[src/rtl/nsr_pkg.sv]
// Shared types, constants and command structs for the Newton square root block.
`default_nettype none
package nsr_pkg;

	localparam int unsigned MAX_ITERATIONS_DEF = 64;
	localparam int unsigned WORD_W = 32;
	localparam int unsigned CFG_ADDR_W = 1;

	localparam logic [WORD_W-1:0] FP_ONE   = 32'h3F80_0000;
	localparam logic [WORD_W-1:0] FP_THREE = 32'h4040_0000;
	localparam logic [WORD_W-1:0] FP_HALF  = 32'h3F00_0000;
	localparam logic [WORD_W-1:0] FP_DNAN  = 32'hFFC0_0000;
	localparam logic [WORD_W-1:0] FP_QBIT  = 32'h0040_0000;

	localparam logic [WORD_W-1:0] INITIAL_GUESS_RST   = 32'h3F80_0000;
	localparam logic [WORD_W-1:0] ERROR_THRESHOLD_RST = 32'h3727_C5AC;

	typedef enum logic [CFG_ADDR_W-1:0] {
		REG_INITIAL_GUESS   = 1'b0,
		REG_ERROR_THRESHOLD = 1'b1
	} cfg_reg_t;

	typedef enum logic {
		FPU_MUL = 1'b0,
		FPU_SUB = 1'b1
	} fpu_op_t;

	typedef enum logic [3:0] {
		STEP_G2,
		STEP_G3,
		STEP_E1,
		STEP_E2,
		STEP_D,
		STEP_A1,
		STEP_B,
		STEP_A2,
		STEP_G,
		STEP_ROOT
	} step_t;

	typedef enum logic [2:0] {
		ST_IDLE,
		ST_ISSUE,
		ST_WAIT,
		ST_WB,
		ST_TEST,
		ST_OUT
	} state_t;

	typedef struct packed {
		logic  issue;
		logic  write;
		logic  load_in;
		logic  load_out;
		logic  not_conv;
		step_t step;
	} cmd_t;

	typedef struct packed {
		logic above;
		logic out_busy;
	} sts_t;

endpackage
`default_nettype wire

[src/rtl/nsr_fpu.sv]
// Three-stage float32 multiply / subtract unit, round to nearest even.
`default_nettype none
module nsr_fpu (
	input  wire logic                clk,
	input  wire logic                arst_n,
	input  wire logic                issue,
	input  wire nsr_pkg::fpu_op_t    op,
	input  wire logic [31:0]         a,
	input  wire logic [31:0]         b,
	output logic                     done,
	output logic [31:0]              result
);

	function automatic logic [5:0] lzc48(input logic [47:0] v);
		logic [5:0] n;
		logic       found;
		begin
			n = 6'd0;
			found = 1'b0;
			for (int i = 47; i >= 0; i--) begin
				if (!found) begin
					if (v[i]) found = 1'b1;
					else n = n + 6'd1;
				end
			end
			return n;
		end
	endfunction

	// stage 1: unpack, specials, product or aligned sum
	logic               spc_c, sign_c;
	logic [31:0]        spc_val_c;
	logic signed [10:0] exp_c;
	logic [47:0]        mag_c;

	logic        sa, sb, sbn, a_nan, b_nan, a_inf, b_inf, a_zero, b_zero;
	logic [7:0]  xa, xb, x_l, x_s, diff;
	logic [23:0] ma, mb, m_l, m_s;
	logic        s_l, a_big;
	logic [47:0] wide_l, wide_s, shf_s;
	logic        lost;

	always_comb begin
		sa = a[31];
		sb = b[31];
		sbn = ~sb;
		a_nan = (a[30:23] == 8'hFF) && (a[22:0] != 23'd0);
		b_nan = (b[30:23] == 8'hFF) && (b[22:0] != 23'd0);
		a_inf = (a[30:23] == 8'hFF) && (a[22:0] == 23'd0);
		b_inf = (b[30:23] == 8'hFF) && (b[22:0] == 23'd0);
		a_zero = (a[30:0] == 31'd0);
		b_zero = (b[30:0] == 31'd0);
		ma = {(a[30:23] != 8'd0), a[22:0]};
		mb = {(b[30:23] != 8'd0), b[22:0]};
		xa = (a[30:23] == 8'd0) ? 8'd1 : a[30:23];
		xb = (b[30:23] == 8'd0) ? 8'd1 : b[30:23];
		a_big = {xa, ma} >= {xb, mb};
		x_l = a_big ? xa : xb;
		x_s = a_big ? xb : xa;
		m_l = a_big ? ma : mb;
		m_s = a_big ? mb : ma;
		s_l = a_big ? sa : sbn;
		diff = x_l - x_s;
		wide_l = {1'b0, m_l, 23'd0};
		wide_s = {1'b0, m_s, 23'd0};
		shf_s = wide_s >> diff;
		lost = (wide_s & ~({48{1'b1}} << diff)) != 48'd0;
		shf_s[0] = shf_s[0] | lost;

		spc_c = 1'b0;
		spc_val_c = nsr_pkg::FP_DNAN;
		sign_c = 1'b0;
		exp_c = 11'sd0;
		mag_c = 48'd0;
		if (a_nan) begin
			spc_c = 1'b1;
			spc_val_c = a | nsr_pkg::FP_QBIT;
		end else if (b_nan) begin
			spc_c = 1'b1;
			spc_val_c = b | nsr_pkg::FP_QBIT;
		end else if (op == nsr_pkg::FPU_MUL) begin
			sign_c = sa ^ sb;
			if ((a_inf && b_zero) || (a_zero && b_inf)) begin
				spc_c = 1'b1;
				spc_val_c = nsr_pkg::FP_DNAN;
			end else if (a_inf || b_inf) begin
				spc_c = 1'b1;
				spc_val_c = {sa ^ sb, 8'hFF, 23'd0};
			end else begin
				exp_c = $signed({3'b000, xa}) + $signed({3'b000, xb}) - 11'sd127;
				mag_c = ma * mb;
			end
		end else begin
			if (a_inf && b_inf) begin
				spc_c = 1'b1;
				spc_val_c = (sa != sbn) ? nsr_pkg::FP_DNAN : {sa, 8'hFF, 23'd0};
			end else if (a_inf) begin
				spc_c = 1'b1;
				spc_val_c = {sa, 8'hFF, 23'd0};
			end else if (b_inf) begin
				spc_c = 1'b1;
				spc_val_c = {sbn, 8'hFF, 23'd0};
			end else begin
				exp_c = $signed({3'b000, x_l});
				mag_c = (sa == sbn) ? (wide_l + shf_s) : (wide_l - shf_s);
				sign_c = (mag_c == 48'd0) ? (sa & sbn) : s_l;
			end
		end
	end

	logic               v_s1, spc_s1, sign_s1;
	logic [31:0]        spc_val_s1;
	logic signed [10:0] exp_s1;
	logic [47:0]        mag_s1;

	logic               v_s2, spc_s2, sign_s2;
	logic [31:0]        spc_val_s2;
	logic signed [10:0] exp_s2, eb_s2;
	logic [47:0]        mag_s2;
	logic [5:0]         lz_s2;
	logic [5:0]         lz_c;

	always_ff @(posedge clk or negedge arst_n) begin
		if (!arst_n) begin
			v_s1 <= 1'b0;
			v_s2 <= 1'b0;
		end else begin
			v_s1 <= issue;
			v_s2 <= v_s1;
		end
	end

	always_ff @(posedge clk) begin
		spc_s1 <= spc_c;
		spc_val_s1 <= spc_val_c;
		sign_s1 <= sign_c;
		exp_s1 <= exp_c;
		mag_s1 <= mag_c;
	end

	// stage 2: leading zero count and result exponent
	assign lz_c = lzc48(mag_s1);

	always_ff @(posedge clk) begin
		spc_s2 <= spc_s1;
		spc_val_s2 <= spc_val_s1;
		sign_s2 <= sign_s1;
		exp_s2 <= exp_s1;
		mag_s2 <= mag_s1;
		lz_s2 <= lz_c;
		eb_s2 <= exp_s1 + 11'sd1 - $signed({5'b00000, lz_c});
	end

	// stage 3: normalize or denormalize, round, pack
	logic [47:0] m2, msk;
	logic [10:0] rsh;
	logic        stk, inc;
	logic [7:0]  ef;
	logic [30:0] packed_c;

	always_comb begin
		m2 = 48'd0;
		stk = 1'b0;
		ef = 8'd0;
		rsh = 11'd0;
		msk = 48'd0;
		if (eb_s2 >= 11'sd1) begin
			m2 = mag_s2 << lz_s2;
			ef = eb_s2[7:0];
		end else if (exp_s2 >= 11'sd0) begin
			m2 = mag_s2 << exp_s2[5:0];
		end else begin
			rsh = -exp_s2;
			if (rsh >= 11'd48) begin
				stk = (mag_s2 != 48'd0);
			end else begin
				m2 = mag_s2 >> rsh[5:0];
				msk = ~({48{1'b1}} << rsh[5:0]);
				stk = (mag_s2 & msk) != 48'd0;
			end
		end
		stk = stk | (m2[22:0] != 23'd0);
		inc = m2[23] & (stk | m2[24]);
		packed_c = {ef, m2[46:24]} + {30'd0, inc};

		if (spc_s2) result = spc_val_s2;
		else if (mag_s2 == 48'd0) result = {sign_s2, 31'd0};
		else if (eb_s2 >= 11'sd255) result = {sign_s2, 8'hFF, 23'd0};
		else result = {sign_s2, packed_c};
	end

	assign done = v_s2;

endmodule
`default_nettype wire

[src/rtl/nsr_datapath.sv]
// Operand registers, config registers, shared float unit and output register.
`default_nettype none
module nsr_datapath (
	input  wire logic                 clk,
	input  wire logic                 arst_n,
	input  wire nsr_pkg::cmd_t        cmd,
	output nsr_pkg::sts_t             sts,
	input  wire logic                 cfg_we,
	input  wire logic [0:0]           cfg_addr,
	input  wire logic [31:0]          cfg_data,
	input  wire logic [31:0]          in_value,
	input  wire logic                 in_last,
	output logic                      m_valid,
	input  wire logic                 m_ready,
	output logic [31:0]               m_root,
	output logic                      m_nc,
	output logic                      m_last
);

	logic [31:0] init_q, thr_q;
	logic [31:0] x_q, g_q, g2_q, g3_q, e_q, a_q, b_q, d_q, root_q;
	logic        last_q;

	logic [31:0]      opa, opb, res;
	nsr_pkg::fpu_op_t op;
	logic             done;
	logic             d_nan;

	always_ff @(posedge clk or negedge arst_n) begin
		if (!arst_n) begin
			init_q <= nsr_pkg::INITIAL_GUESS_RST;
			thr_q <= nsr_pkg::ERROR_THRESHOLD_RST;
		end else if (cfg_we) begin
			unique case (nsr_pkg::cfg_reg_t'(cfg_addr))
				nsr_pkg::REG_INITIAL_GUESS:   init_q <= cfg_data;
				nsr_pkg::REG_ERROR_THRESHOLD: thr_q <= cfg_data;
				default: ;
			endcase
		end
	end

	always_comb begin
		op = nsr_pkg::FPU_MUL;
		opa = g_q;
		opb = g_q;
		unique case (cmd.step)
			nsr_pkg::STEP_G2:   begin opa = g_q;  opb = g_q; end
			nsr_pkg::STEP_G3:   begin opa = g2_q; opb = g_q; end
			nsr_pkg::STEP_E1:   begin opa = x_q;  opb = g2_q; end
			nsr_pkg::STEP_E2:   begin
				op = nsr_pkg::FPU_SUB; opa = e_q; opb = nsr_pkg::FP_ONE;
			end
			nsr_pkg::STEP_D:    begin op = nsr_pkg::FPU_SUB; opa = e_q; opb = thr_q; end
			nsr_pkg::STEP_A1:   begin opa = g_q;  opb = nsr_pkg::FP_THREE; end
			nsr_pkg::STEP_B:    begin opa = x_q;  opb = g3_q; end
			nsr_pkg::STEP_A2:   begin op = nsr_pkg::FPU_SUB; opa = a_q; opb = b_q; end
			nsr_pkg::STEP_G:    begin opa = a_q;  opb = nsr_pkg::FP_HALF; end
			nsr_pkg::STEP_ROOT: begin opa = g_q;  opb = x_q; end
			default: ;
		endcase
	end

	nsr_fpu u_fpu (
		.clk    (clk),
		.arst_n (arst_n),
		.issue  (cmd.issue),
		.op     (op),
		.a      (opa),
		.b      (opb),
		.done   (done),
		.result (res)
	);

	always_ff @(posedge clk) begin
		if (cmd.load_in) begin
			x_q <= in_value;
			last_q <= in_last;
			g_q <= init_q;
		end else if (cmd.write && done) begin
			unique case (cmd.step)
				nsr_pkg::STEP_G2:   g2_q <= res;
				nsr_pkg::STEP_G3:   g3_q <= res;
				nsr_pkg::STEP_E1:   e_q <= res;
				// fold in the absolute value: flip negative, nonzero, non-NaN
				nsr_pkg::STEP_E2:   e_q <= (res[31] && res[30:0] != 31'd0 &&
					!(res[30:23] == 8'hFF && res[22:0] != 23'd0)) ? {1'b0, res[30:0]} : res;
				nsr_pkg::STEP_D:    d_q <= res;
				nsr_pkg::STEP_A1:   a_q <= res;
				nsr_pkg::STEP_B:    b_q <= res;
				nsr_pkg::STEP_A2:   a_q <= res;
				nsr_pkg::STEP_G:    g_q <= res;
				nsr_pkg::STEP_ROOT: root_q <= res;
				default: ;
			endcase
		end
	end

	assign d_nan = (d_q[30:23] == 8'hFF) && (d_q[22:0] != 23'd0);
	assign sts.above = !d_q[31] && (d_q[30:0] != 31'd0) && !d_nan;
	assign sts.out_busy = m_valid && !m_ready;

	always_ff @(posedge clk or negedge arst_n) begin
		if (!arst_n) begin
			m_valid <= 1'b0;
		end else if (cmd.load_out) begin
			m_valid <= 1'b1;
		end else if (m_ready) begin
			m_valid <= 1'b0;
		end
	end

	always_ff @(posedge clk) begin
		if (cmd.load_out) begin
			m_root <= root_q;
			m_nc <= cmd.not_conv;
			m_last <= last_q;
		end
	end

endmodule
`default_nettype wire

[src/rtl/nsr_ctrl.sv]
// Sequencer for the Newton iteration: issues float ops and counts rounds.
`default_nettype none
module nsr_ctrl #(
	parameter int unsigned MAX_ITERATIONS = nsr_pkg::MAX_ITERATIONS_DEF
) (
	input  wire logic          clk,
	input  wire logic          arst_n,
	input  wire logic          in_valid,
	output logic               in_ready,
	input  wire nsr_pkg::sts_t sts,
	output nsr_pkg::cmd_t      cmd
);

	localparam int unsigned RW = $clog2(MAX_ITERATIONS + 1);

	nsr_pkg::state_t state_q, state_d;
	nsr_pkg::step_t  step_q, step_d;
	logic [RW-1:0]   rounds_q, rounds_d;
	logic            nc_q, nc_d;

	always_ff @(posedge clk or negedge arst_n) begin
		if (!arst_n) begin
			state_q <= nsr_pkg::ST_IDLE;
			step_q <= nsr_pkg::STEP_G2;
			rounds_q <= '0;
			nc_q <= 1'b0;
		end else begin
			state_q <= state_d;
			step_q <= step_d;
			rounds_q <= rounds_d;
			nc_q <= nc_d;
		end
	end

	always_comb begin
		state_d = state_q;
		step_d = step_q;
		rounds_d = rounds_q;
		nc_d = nc_q;
		cmd = '0;
		cmd.step = step_q;
		cmd.not_conv = nc_q;
		in_ready = 1'b0;
		unique case (state_q)
			nsr_pkg::ST_IDLE: begin
				in_ready = 1'b1;
				if (in_valid) begin
					cmd.load_in = 1'b1;
					rounds_d = '0;
					nc_d = 1'b0;
					step_d = nsr_pkg::STEP_G2;
					state_d = nsr_pkg::ST_ISSUE;
				end
			end
			nsr_pkg::ST_ISSUE: begin
				cmd.issue = 1'b1;
				state_d = nsr_pkg::ST_WAIT;
			end
			nsr_pkg::ST_WAIT: state_d = nsr_pkg::ST_WB;
			nsr_pkg::ST_WB: begin
				cmd.write = 1'b1;
				state_d = nsr_pkg::ST_ISSUE;
				unique case (step_q)
					nsr_pkg::STEP_G2: step_d = nsr_pkg::STEP_G3;
					nsr_pkg::STEP_G3: step_d = nsr_pkg::STEP_E1;
					nsr_pkg::STEP_E1: step_d = nsr_pkg::STEP_E2;
					nsr_pkg::STEP_E2: step_d = nsr_pkg::STEP_D;
					nsr_pkg::STEP_D:  state_d = nsr_pkg::ST_TEST;
					nsr_pkg::STEP_A1: step_d = nsr_pkg::STEP_B;
					nsr_pkg::STEP_B:  step_d = nsr_pkg::STEP_A2;
					nsr_pkg::STEP_A2: step_d = nsr_pkg::STEP_G;
					nsr_pkg::STEP_G: begin
						step_d = nsr_pkg::STEP_G2;
						rounds_d = rounds_q + 1'b1;
					end
					nsr_pkg::STEP_ROOT: state_d = nsr_pkg::ST_OUT;
					default: state_d = nsr_pkg::ST_IDLE;
				endcase
			end
			nsr_pkg::ST_TEST: begin
				state_d = nsr_pkg::ST_ISSUE;
				if (!sts.above) begin
					step_d = nsr_pkg::STEP_ROOT;
				end else if (rounds_q >= RW'(MAX_ITERATIONS)) begin
					nc_d = 1'b1;
					step_d = nsr_pkg::STEP_ROOT;
				end else begin
					step_d = nsr_pkg::STEP_A1;
				end
			end
			nsr_pkg::ST_OUT: begin
				if (!sts.out_busy) begin
					cmd.load_out = 1'b1;
					state_d = nsr_pkg::ST_IDLE;
				end
			end
			default: state_d = nsr_pkg::ST_IDLE;
		endcase
	end

endmodule
`default_nettype wire

[src/rtl/newton_square_root.sv]
// Top level of the float32 Newton-Raphson square root block.
//
//  channel   direction  handshake                 content
//  s_axis    in         s_axis_tvalid/tready      value_bits, last_in
//  m_axis    out        m_axis_tvalid/tready      root_bits, not_converged, last_out
//  cfg       in         cfg_we (no wait)          initial_guess, error_threshold
//
// One transaction is worked at a time. Every float op goes through one shared
// three-stage multiply/subtract unit; setup and the error test take 5 ops and
// a test step, each refinement round 9 ops and a test step, the root 1 op, and
// the result is then loaded into the output register. Reset loads the default
// registers and empties the output. A stalled output holds only the result;
// the next transaction is accepted and worked while it waits.
`default_nettype none
module newton_square_root #(
	parameter int unsigned MAX_ITERATIONS = nsr_pkg::MAX_ITERATIONS_DEF
) (
	input  wire logic        clk,
	input  wire logic        arst_n,
	input  wire logic        s_axis_tvalid,
	output logic             s_axis_tready,
	input  wire logic [31:0] s_axis_tdata,   // [31:0] value_bits
	input  wire logic        s_axis_tlast,
	output logic             m_axis_tvalid,
	input  wire logic        m_axis_tready,
	output logic [31:0]      m_axis_tdata,   // [31:0] root_bits
	output logic [0:0]       m_axis_tuser,   // [0] not_converged
	output logic             m_axis_tlast,
	input  wire logic        cfg_we,
	input  wire logic [0:0]  cfg_addr,
	input  wire logic [31:0] cfg_data
);

	nsr_pkg::cmd_t cmd;
	nsr_pkg::sts_t sts;

	// sequencer: steps the iteration, decides convergence
	nsr_ctrl #(
		.MAX_ITERATIONS (MAX_ITERATIONS)
	) u_ctrl (
		.clk      (clk),
		.arst_n   (arst_n),
		.in_valid (s_axis_tvalid),
		.in_ready (s_axis_tready),
		.sts      (sts),
		.cmd      (cmd)
	);

	// datapath: operands, float unit, config and output registers
	nsr_datapath u_dp (
		.clk      (clk),
		.arst_n   (arst_n),
		.cmd      (cmd),
		.sts      (sts),
		.cfg_we   (cfg_we),
		.cfg_addr (cfg_addr),
		.cfg_data (cfg_data),
		.in_value (s_axis_tdata),
		.in_last  (s_axis_tlast),
		.m_valid  (m_axis_tvalid),
		.m_ready  (m_axis_tready),
		.m_root   (m_axis_tdata),
		.m_nc     (m_axis_tuser[0]),
		.m_last   (m_axis_tlast)
	);

endmodule
`default_nettype wire

[config.mk]
export PLATFORM = sky130hd
export DESIGN_NAME = newton_square_root
export DESIGN_NICKNAME = d
export VERILOG_FILES = /design/src/rtl/nsr_pkg.sv /design/src/rtl/nsr_fpu.sv /design/src/rtl/nsr_datapath.sv /design/src/rtl/nsr_ctrl.sv /design/src/rtl/newton_square_root.sv
export SDC_FILE = /design/constraint.sdc
export NUM_CORES = 2
export LEC_CHECK = 0
export BUFFER_PORTS_ARGS = -buffer_cell sky130_fd_sc_hd__buf_2
export CAP_MARGIN = 20
export CORE_AREA = 2 2 445 491
export DETAILED_ROUTE_END_ITERATION = 16
export DIE_AREA = 0 0 447 493
export SYNTH_ARGS = -nofsm -noshare
export SYNTH_HDL_FRONTEND = slang
export SYNTH_SLANG_ARGS = --single-unit
[constraint.sdc]
create_clock -name clk -period 43.8 [get_ports clk]
set_clock_uncertainty 0.1 [all_clocks]
set_input_delay 4.38 -clock clk [delete_from_list [all_inputs] [get_ports clk]]
set_output_delay 4.38 -clock clk [all_outputs]
set_load 0.02 [all_outputs]
==> results.cfg <==
[sta]
rsz0062_at_grt = false
fmaxAchievable_mhz = 38.8
fin_crit_sh_pct = 58.8
setup_viol = 0
max_slew_margin_pct = 22.9
hold_viol_final = 0
maxSlewViolCount = 0
fin_tns_setup_ns = 0
worst_pin_slew_ns = 1.15
fin_crit_ns = 25.75

[global_routing]
overflow = 0
antenna_found_initial = 17
grt_max_degree = 73
grt_pass1_wl_mm = 363
track_usage_pct = 21.5
grt_pass1_vias = 55938

[place]
gp_routability_congestion = 0.984
io_buffer_count = 106
post-dp-hpwl_mm = 180

[routing]
num_vias = 56594
wl_per_cell_um = 24.3
avgViaCountPerCell = 5.64
drc = 0
ant_nets = 0
first_iter_violations = 6249
wl_mm = 244
first_pass_iters = 9

[hold_path]
min_path_cells = 0
hold_class = reg2reg
min_to = u_dp.u_fpu.spc_val_s2[24]
min_from = u_dp.u_fpu.spc_val_s1[24]

[die]
dieArea_sq_um = 220000
core_sq_um = 215000
die_h_um = 493
floorplan.initialDensity_pct = 29.8
io_pins = 107
die_w_um = 447
rows = 179

[synth]
netlist_top_cells_area = fa_1, edfxtp_1, ha_1
netlist_instances = 7221
syn_avg_cell_area_sq_um = 8.90
synth_ff_type = edfxtp_1
syn-cell-area_sq_um = 64300
synth_top_cell_by_area = fa_1
synth-seq-cells = 606
yosysWarnings = 0
synth-async-reset-ratio_pct = 13.5
synth_edf_count = 323
netlist-cell-type-count = 123
ys_seq_area_share_pct = 24.6
synth_top_area_share_pct = 15.1

[clock_tree]
clock-sinks = 606
cts_buffers = 67
htree_levels = 3
cts_tree = yes
cts_buffer_depth = 3
clkTransAtPathRegs_ns = 0.07
cts_hold_buf = 0
clock_latency_ns = 0.65
clock-root-buffer = clkbuf_16
ctsResizeCount = 0
post_cts_buffers = 0

[cells_and_area]
fin_nets = 8009
area_growth_syn_to_layout_pct = 9.27
drive_gt1_share_pct = 11.4
nFillCells = 22527
multi_input_area_sq_um = 43900
ff_latch_area_sq_um = 15800

[worst_setup_path]
crit_path_start_kind = flip-flop
cpPeakStageDelay_ns = 0.70
r2r_slack_ns = 18.05
critPathKind = reg2reg
arrival_ns = 26.21
rr_startpoint = u_dp.u_fpu.mag_s1[47]
path_max_fanout = 9
r2r_end = u_dp.u_fpu.eb_s2[10]
crit_path_top_delay_cell = o311ai_0
required_ns = 44.26
cpMostUsedCell = ha_1
r2r_cells = 133
endpoint_kind = flip-flop

[status]
status = completed

[run]
cap_violations = 0
cells in the final DEF, fill, tap and decap left out, types with 23 or more instances in the layout:
cell / count
a22oi_1: 82
buf_2: 105
ha_1: 359
nand2_1: 892
o21ai_0: 270
nor2b_1: 72
dfrtp_1: 56
fa_1: 485
buf_4: 164
nor3_1: 114
o31ai_1: 29
nand4_1: 51
nand3_1: 130
a21o_1: 52
a21oi_1: 384
o22ai_1: 56
nand2b_1: 64
dfxtp_1: 197
mux2i_1: 195
a222oi_1: 24
edfxtp_1: 323
o211ai_1: 40
and3_1: 38
or2_2: 28
a211oi_1: 96
dfstp_2: 24
a221oi_1: 27
inv_1: 737
clkbuf_16: 69
mux2_2: 133
xor2_1: 83
mux4_2: 137
nor3b_1: 23
nor2_1: 718
xnor2_1: 151
nor4_1: 59
a31oi_1: 51
and2_1: 28
or3_1: 36
o21a_1: 32
metal layers:
layer / wire length (um) / share of wire [%] / global-route usage (%)
met3: 22800 / 9.4 / 4.19
met5: 62 / 0.025 / 0
met1: 99400 / 41 / 28.8
met2: 108000 / 44 / 33.5
met4: 13600 / 5.6 / 10.1
cell families after synthesis:
| family | synth area share, % |
|---|---|
| AO/OA/AOI/OAI | 14.8 |
| other | 0.00583 |
| buffers and inverters | 7.42 |
| multiplexers | 10.2 |
| AND/OR/NAND/NOR | 16.8 |
| flip-flops | 24.6 |
| XOR/XNOR | 3.89 |
| adder cells (fa/ha/maj) | 22.3 |
per-stage QoR:
step | cells | worst slack, ns | instance area, sq um | hold WS [ns] | util [%]
2_1_floorplan | 7228 | 22.48 | 64300 | 0.210 | -
3_3_place_gp | 9915 | 18.55 | 67900 | 0.211 | 31.5
3_5_place_dp | 9915 | 18.39 | 67900 | 0.212 | 31.5
4_1_cts | 10038 | 18.29 | 70200 | 0.225 | 32.6
5_1_grt | 10040 | 15.72 | 70200 | 0.228 | 32.6
6_report | 10042 | 18.05 | 70200 | 0.215 | 32.6
cell usage after synthesis, types with 64 or more instances:
cell type and instances:
mux2_2 133, nand2b_1 64, o21ai_0 274, clkbuf_1 329, inv_1 738, mux2i_1 196
nor2b_1 73, nand2_1 895, buf_1 89, fa_1 485, nor2_1 721, dfxtp_1 201
a21oi_1 385, edfxtp_1 323, xnor2_1 157, ha_1 363, a22oi_1 82, xor2_1 84
nor3_1 117, a211oi_1 96, mux4_2 137, nand3_1 130
flip-flops by register name, summed over array words and instances, names as in the netlist, 6 cells and up:
name and cells:
u_dp.x_q 32, u_dp.m_root 32, u_dp.init_q 32, u_dp.d_q 32, u_dp.u_fpu.eb_s2 11, u_dp.g3_q 32
u_dp.g2_q 32, u_dp.g_q 32, u_dp.a_q 32, u_dp.e_q 32, u_dp.thr_q 32, u_dp.u_fpu.mag_s2 48
u_dp.u_fpu.exp_s1 10, u_dp.u_fpu.exp_s2 10, u_dp.u_fpu.spc_val_s2 32, u_dp.u_fpu.lz_s2 6, u_ctrl.rounds_q 7, u_dp.root_q 32
u_dp.u_fpu.spc_val_s1 32, u_dp.u_fpu.mag_s1 48, u_dp.b_q 32
worst max-delay path: cells and delay by family (launching register included):
family          cells  cell delay, ns
compound gates     61           11.15
fa+ha+maj          22            6.44
simple gates       28            3.51
mux                12            2.31
xor+xnor            9            1.67
flops               1            0.42
buf+inv             1            0.10
how the worst max path moves through the flow:
stage,slack (ns),from,cells past startpoint,endpoint
2_1_floorplan,22.48,u_dp.u_fpu.mag_s1[46],132,u_dp.u_fpu.eb_s2[9]
3_3_place_gp,18.55,u_dp.u_fpu.mag_s1[47],132,u_dp.u_fpu.eb_s2[10]
3_5_place_dp,18.39,u_dp.u_fpu.mag_s1[47],132,u_dp.u_fpu.eb_s2[10]
4_1_cts,18.29,u_dp.u_fpu.mag_s1[47],132,u_dp.u_fpu.eb_s2[10]
5_1_grt,15.72,u_dp.u_fpu.mag_s1[47],133,u_dp.u_fpu.eb_s2[10]
6_report,18.05,u_dp.u_fpu.mag_s1[47],133,u_dp.u_fpu.eb_s2[10]
cell type report:
| class | count | share of cell area [%] |
|---|---|---|
| Multi-Input combinational cell | 5395 | 62.6 |
| Tap cell | 2896 | 5.16 |
| Clock inverter | 29 | 0.458 |
| Sequential cell | 606 | 22.5 |
| Inverter | 749 | 4.00 |
| Timing Repair Buffer | 271 | 2.54 |
| Clock buffer | 94 | 2.75 |
| Antenna cell | 2 | 0.00713 |
Power is not shown: default switching activity piles up to over one toggle a cycle in this logic, so the estimate is an artifact.
